--- src/rtl/core/egcd_pkg.sv ---
`timescale 1ns / 1ps

package egcd_pkg;

  localparam int VALUE_BITS_DEF = 31;

  typedef enum logic {
    ST_IDLE,
    ST_RUN
  } gcd_state_t;

endpackage

--- src/rtl/core/euclid_gcd_unit.sv ---
`timescale 1ns / 1ps

// Greatest common divisor of two unsigned VALUE_BITS-wide operands; if one
// operand is zero the other is returned, so gcd(0,0) is 0. An item is taken
// when start is high and busy is low; busy then stays high until the answer
// appears on divisor with done high for exactly one cycle, and there is no
// way to hold the answer off, so the receiver must take it in that cycle.
// One binary-GCD step (halve an even operand, or subtract the smaller odd
// operand from the larger and halve) runs per cycle on a single shared
// compare and subtract unit. Every step removes at least one bit from the
// operands, so the steps of an item are bounded by the operand bits, and are
// fewer for most operands. busy falls in the cycle done is shown, so a new
// item can start then.
module euclid_gcd_unit #(
  parameter int VALUE_BITS = egcd_pkg::VALUE_BITS_DEF
) (
  input  logic                  clk,
  input  logic                  rst,
  input  logic                  start,
  output logic                  busy,
  input  logic [VALUE_BITS-1:0] operand_a,
  input  logic [VALUE_BITS-1:0] operand_b,
  output logic                  done,
  output logic [VALUE_BITS-1:0] divisor
);

  localparam int KW = (VALUE_BITS > 1) ? $clog2(VALUE_BITS) : 1;

  egcd_pkg::gcd_state_t state, state_next;

  logic [VALUE_BITS-1:0] a, a_next;
  logic [VALUE_BITS-1:0] b, b_next;
  logic [KW-1:0]         k, k_next;
  logic [VALUE_BITS-1:0] divisor_next;
  logic                  done_next;

  logic                  a_ge_b;
  logic [VALUE_BITS-1:0] big, little, diff, odd_part;

  // shared compare / subtract
  assign a_ge_b   = (a >= b);
  assign big      = a_ge_b ? a : b;
  assign little   = a_ge_b ? b : a;
  assign diff     = big - little;
  assign odd_part = (a == '0) ? b : a;

  assign busy = (state != egcd_pkg::ST_IDLE);

  always_ff @(posedge clk) begin
    if (rst) begin
      state <= egcd_pkg::ST_IDLE;
      done  <= 1'b0;
    end else begin
      state <= state_next;
      done  <= done_next;
    end
    a       <= a_next;
    b       <= b_next;
    k       <= k_next;
    divisor <= divisor_next;
  end

  always_comb begin
    state_next   = state;
    a_next       = a;
    b_next       = b;
    k_next       = k;
    divisor_next = divisor;
    done_next    = 1'b0;
    unique case (state)
      egcd_pkg::ST_IDLE: begin
        if (start) begin
          a_next     = operand_a;
          b_next     = operand_b;
          k_next     = '0;
          state_next = egcd_pkg::ST_RUN;
        end
      end
      egcd_pkg::ST_RUN: begin
        if (a == '0 || b == '0) begin
          divisor_next = odd_part << k;
          done_next    = 1'b1;
          state_next   = egcd_pkg::ST_IDLE;
        end else if (!a[0] && !b[0]) begin
          a_next = a >> 1;
          b_next = b >> 1;
          k_next = k + KW'(1);
        end else if (!a[0]) begin
          a_next = a >> 1;
        end else if (!b[0]) begin
          b_next = b >> 1;
        end else if (a_ge_b) begin
          a_next = diff >> 1;
        end else begin
          b_next = diff >> 1;
        end
      end
      default: begin
        state_next = egcd_pkg::ST_IDLE;
      end
    endcase
  end

`ifndef SYNTHESIS
  a_done_after_run: assert property (@(posedge clk) disable iff (rst)
    done |-> $past(state == egcd_pkg::ST_RUN))
    else $error("done without a running item");

  a_done_single: assert property (@(posedge clk) disable iff (rst)
    done |=> !done)
    else $error("done held longer than one cycle");

  a_start_busy: assert property (@(posedge clk) disable iff (rst)
    (start && !busy) |=> busy)
    else $error("accepted item did not raise busy");

  a_shift_range: assert property (@(posedge clk) disable iff (rst)
    (state == egcd_pkg::ST_RUN) |-> (int'(k) < VALUE_BITS))
    else $error("common power of two out of range");
`endif

endmodule

--- config.mk ---
export PLATFORM = sky130hd
export DESIGN_NAME = euclid_gcd_unit
export DESIGN_NICKNAME = d
export VERILOG_FILES = /design/src/rtl/core/egcd_pkg.sv /design/src/rtl/core/euclid_gcd_unit.sv
export SDC_FILE = /design/constraint.sdc
export NUM_CORES = 1
export LEC_CHECK = 0
export BUFFER_PORTS_ARGS = -buffer_cell sky130_fd_sc_hd__buf_2
export CAP_MARGIN = 20
export CORE_UTILIZATION = 61
export DETAILED_ROUTE_END_ITERATION = 6
export PLACE_DENSITY = 0.85
export SLEW_MARGIN = 15
export SYNTH_ARGS = -nofsm -noshare
export SYNTH_HDL_FRONTEND = slang
export SYNTH_SLANG_ARGS = --single-unit
--- constraint.sdc ---
create_clock -name clk -period 6.4 [get_ports clk]
set_clock_uncertainty 0.2 [all_clocks]
set_input_delay 1.28 -clock clk [delete_from_list [all_inputs] [get_ports clk]]
set_output_delay 1.28 -clock clk [all_outputs]
set_load 0.05 [all_outputs]
# Yosys cells after proc, flatten, opt, wreduce, memory -nomap -nowiden
# Cells that the tools add are included.
[classes] add_sub_neg=2 n_lt_le_gt_ge=1 n_eq_ne=7 n_shift=1 muxes=25 bitwise=1 n_reduce_logical=13
[op_table] cell="two-way mux 31 bit" n=15
[op_table] cell="one-hot mux 31 bit (2 select lines)" n=2
[op_table] cell="logical NOT 31 bit" n=2
[op_table] cell="greater-or-equal comparator 31 bit" n=1
[op_table] cell="left shift 31 x 5 -> 31 bit" n=1
[op_table] cell="subtractor 31 bit" n=1
[op_table] cell="two-way mux 5 bit" n=3
[op_table] cell="one-hot mux 5 bit (2 select lines)" n=1
[op_table] cell="inequality test 4 x 3 -> 1 bit, second input constant" n=2
[op_table] cell="AND reduction 4 bit" n=2
[op_table] cell="AND reduction 3 bit" n=2
[op_table] cell="adder 5 x 1 -> 5 bit, second input constant" n=1
[op_table] cell="inequality test 2 bit, second input constant" n=2
[op_table] cell="inequality test 4 x 2 -> 1 bit, second input constant" n=1
[op_table] cell="AND reduction 2 bit" n=2
[op_table] cell="two-way mux 1 bit" n=3
[op_table] cell="inequality test 3 x 2 -> 1 bit, second input constant" n=1
[op_table] cell="logical NOT 1 bit" n=2
[op_table] cell="inequality test 2 x 1 -> 1 bit, second input constant" n=1
[op_table] cell="one-hot mux 1 bit (2 select lines)" n=1
[op_table] cell="OR reduction 2 bit" n=1
[op_table] cell="logical AND 1 bit" n=1
[op_table] cell="logical OR 1 bit" n=1
[op_table] cell="NOT 1 bit" n=1
[word_totals] reg_bits=100 wordCells=58

# Longest topological paths before layout
[logic_depth] word_depth=9 mapped_depth=26 depth_no_buf=21

# Worst setup path before layout
# OpenSTA, ideal clock, no wires.
[synth_timing] path_kind="reg2reg" startpoint="register b[20]" endpoint="register a[27], data pin" arrival_time_ns=4.792 required_ns=5.930 slack_ns=1.138 stages_incl_launch_ff=27 path_buffers=5 period_less_slack_ns=5.262 cell_sequence="edfxtp_1 -> inv_1 -> ha_1 -> buf_2 -> nand4_2 -> nor4_4 -> a221oi_1 -> o211ai_1 -> or2_1 -> buf_6 -> buf_4 -> buf_4 -> buf_2 -> nor3_1 -> a21oi_1 -> ha_1 -> o21ai_0 -> nand2_1 -> a21boi_0 -> o21ai_0 -> a311oi_1 -> o31a_1 -> o31a_1 -> o211ai_4 -> mux2_4 -> a32oi_1 -> a21oi_1"
[synth_via] elab_chain_cells=9
[synth_rtl] element="from (decl)" line="euclid_gcd_unit.sv:32" source="logic [VALUE_BITS-1:0] b, b_next;"
[synth_rtl] element="from (signal assigned)" line="euclid_gcd_unit.sv:58" source="b <= b_next;"
[synth_rtl] element="greater-or-equal comparator 31 bit" line="euclid_gcd_unit.sv:41" source="assign a_ge_b = (a >= b);"
[synth_rtl] element="two-way mux 31 bit (on tied branches)" line="euclid_gcd_unit.sv:42, euclid_gcd_unit.sv:43"
[synth_rtl] element="subtractor 31 bit *" line="euclid_gcd_unit.sv:44" source="assign diff = big - little;"
[synth_rtl] element="two-way mux 31 bit *" line="euclid_gcd_unit.sv:92" source="end else if (a_ge_b) begin"
[synth_rtl] element="two-way mux 31 bit *" line="euclid_gcd_unit.sv:90" source="end else if (!b[0]) begin"
[synth_rtl] element="two-way mux 31 bit *" line="euclid_gcd_unit.sv:88" source="end else if (!a[0]) begin"
[synth_rtl] element="two-way mux 31 bit *" line="euclid_gcd_unit.sv:84" source="end else if (!a[0] && !b[0]) begin"
[synth_rtl] element="two-way mux 31 bit *" line="euclid_gcd_unit.sv:80" source="if (a == '0 || b == '0) begin"
[synth_rtl] element="one-hot mux 31 bit (2 select lines) *" line="euclid_gcd_unit.sv:70" source="unique case (state)"
[synth_rtl] element="named net a_next[27]" line="euclid_gcd_unit.sv:31" source="logic [VALUE_BITS-1:0] a, a_next;"
[synth_rtl] element="to (signal assigned)" line="euclid_gcd_unit.sv:57" source="a <= a_next;"
[synth_rtl] element="to (decl)" line="euclid_gcd_unit.sv:31"
# Mark *: on every way through the listed nets, which the timed path passes. The rest lies on a longest branch. The select of a mux whose other input is x is not followed.
# A chain may end at the register's enable or synchronous reset.

# Worst setup path after layout
# Same ends and word-level chain as after synthesis.

==> impl_results.md <==
- Status: finished, final reports clean
- Clock sink count: 100
- Post-CTS Setup Inserts: 0
- GRT Util Overall: 37.61%
- Pin count of the biggest net entering global routing: 80
- Top post-synthesis cells by area: edfxtp_1 33%, a21oi_1 8.2%, mux2i_1 7.1%
- Ports: 98
- Clock slew at reported path FFs: 0.08 ns
- Initial antenna violation count: 0
- Vias: 8,648
- Clock Path Buffers: 2
- Cell count after synthesis: 1,063
- Final setup fails: 0
- Fillers: 1,183
- DRC viols: 0
- Syn_nets: 1,163
- Fin nets: 1,211
- Synthesized area: 8960 um2
- Worst vdd ir: 0.0002085 V
- Pwr Density: 321.3 nW/um2
- Leakage: 4.044 nW
- Initial DRT Pass Iterations: 5
- RSZ-0062 raised after global routing: false
- N_diodes: 0
- Pwr Total: 3.143 mW
- Routability cong.: 0.9998
- Hold_buf cts: 0
- Synth unique cells: 79
- Max-Cap Viols: 0
- WL final: 27.72 mm
- Die Wd: 123.2 um
- Hpwl dp: 20.27 mm
- Final hold vios: 0
- Core Box Area: 14,100 um2
- Vertical die dimension: 123.2 um
- Detail Route Antenna Nets: 0
- Crit. End Element: flop
- Crit start category: flop
- Rows: 43
- Slew at the pin closest to its max-slew limit: 1.005 ns
- Congestion Overflow GR: 0
- Starting Density: 63.56%
- Setup WS pre-CTS: 0.5799 ns
- Worst EP arrival: 5.86 ns
- Num CTS Buffers: 9
- Synth area leader: edfxtp_1
- CTS tree: done
- Worst EP required: 6.29 ns
- DR iter-0 viols: 1,025
- Max Slew Vio Count: 0
- Area grow syn2layout: 9.189%
- Crit-path max FO: 10
- Top cells by count, synth: 146 x a21oi_1, 145 x nor2_1, 98 x edfxtp_1
- Most frequent cell after synthesis: a21oi_1
- Vias in the first global route: 7,978
- Fmax: 167.5 MHz
- FFs w/ async S/R, synth: 0%
- Share of the synthesized area in the top cell type: 32.84%
- Setup slack after layout: 0.4301 ns
- Worst Setup Path Type: reg2reg
- Port bufs: 97
- Resized cells post-CTS: 0
- DR WL/cell: 21.39 um
- Yosys warnings: 0
- DR vias/cell: 6.673
- Setup_tns: 0 ns
- Main flop type after synthesis: edfxtp_1
- Sequential element share of the synthesized area: 33.29%
- Min Tclk post-route: 5.970 ns
- CTS Root Cell: clkbuf_16
- Share of layout cells above drive strength 1: 16.22%
- Clk Latency, worst-skew pair: 0.36 ns
- H-tree depth: 3
- Post-synth EDFFs: 98
- Final period util: 93.28%
- R2r setup slk: 0.43 ns
- Slew headroom: 33.00%
- DIE AREA: 15,180 um2
- Min-delay worst type: reg2reg
- Avg Cell Area, Syn: 8.429 um2
- First-pass GRT wire length: 42.64 mm
- Number of synthesized register bits: 100
worst max-delay path, stage by stage (launching register included):
cell and delay (ns):
edfxtp_1 0.51, inv_1 0.08, ha_1 0.43, a21oi_1 0.24, o21ai_1 0.12, a221oi_1 0.46, o211ai_1 0.30, or2_1 0.31
nor3_1 0.16, a21oi_1 0.07, ha_1 0.21, o21ai_0 0.20, nand2_1 0.08, a21boi_0 0.31, o21ai_0 0.18, a311oi_1 0.47
o31a_1 0.34, o31a_1 0.26, o211ai_4 0.14, mux2_4 0.33, a32oi_1 0.20, a21oi_1 0.09
logic make-up after synthesis:
logic type                 after synthesis  share of synthesized area (%)
DFF                                    100                          33.29
buffers and inverters                  127                          6.033
muxes                                   86                          10.38
AOI/OAI and AO/OA                      333                          23.33
and+or+nand+nor                        353                          19.24
xor gates and xnor gates                29                          2.835
adders and majority gates               35                          4.888
final timing paths:
path                        start               to  cells past startpoint
hold reg to reg   a[29]$_DFFE_PP_  a[28]$_DFFE_PP_                      1
hold / removal    a[29]$_DFFE_PP_  a[28]$_DFFE_PP_                      1
setup reg to reg  b[20]$_DFFE_PP_  a[27]$_DFFE_PP_                     21
setup / recovery  b[20]$_DFFE_PP_  a[27]$_DFFE_PP_                     21
final cells by class:
class | count | area (um2) | area share (%)
multi-input combinational | 836 | 5449 | 55.70
sequential | 100 | 2987 | 30.53
timing repair buffer | 119 | 658.1 | 6.727
clock buffer | 9 | 225.2 | 2.302
tap | 180 | 225.2 | 2.302
inverter | 45 | 168.9 | 1.727
clock inverter | 7 | 70.07 | 0.7162
layer usage:
layer | part of all wire (%) | track usage [%] | up-vias
met5 | 0 | 0 | -
met4 | 3.7 | 15.44 | 0
met3 | 11 | 10.52 | 93
met2 | 44 | 56.25 | 518
met1 | 42 | 51.03 | 4020
li1 | - | - | 4017
registers in the layout (all words and copies together) (netlist names):
signal and cells:
a 31, b 31, divisor 31, k 5, busy 1, done 1
per-stage QoR:
| stage | hold WS (ns) | util, % | cells | area, um2 |
|---|---|---|---|---|
| finish | 0.5567 | 69.40 | 1296 | 9783 |
| CTS | 0.5440 | 69.30 | 1295 | 9768 |
| detailed placement | 0.5116 | 67.20 | 1279 | 9473 |
| floorplan | 0.3925 | - | 1063 | 8960 |
| global placement | 0.5205 | 67.20 | 1279 | 9473 |
| global route | 0.5670 | 69.40 | 1296 | 9783 |
placed cells by master, fill, tap and decap left out, types with 4 or more instances in the layout:
cell type,n
a211oi_1,9
a21o_1,25
a21oi_1,146
a221oi_1,5
a22oi_1,34
a31oi_1,15
a32oi_1,4
and2_1,14
buf_2,97
buf_4,21
clkbuf_16,9
edfxtp_1,98
ha_1,35
inv_1,42
mux2_2,17
mux2i_1,64
nand2_1,60
nand2b_1,18
nand3_1,14
nand4_1,14
nor2_1,144
nor2b_1,27
nor3_1,14
nor4_1,16
o21ai_0,36
o21ai_1,5
o22ai_1,16
or3_1,6
xnor2_1,18
xor2_1,11
power breakdown:
| group | switching (mW) | internal [mW] |
|---|---|---|
| clock network | 0.286 | 0.275 |
| registers | 0.121 | 0.827 |
| logic | 1.02 | 0.613 |
| total | 1.43 | 1.71 |
Note: power is estimated with default switching activity, not from simulation.
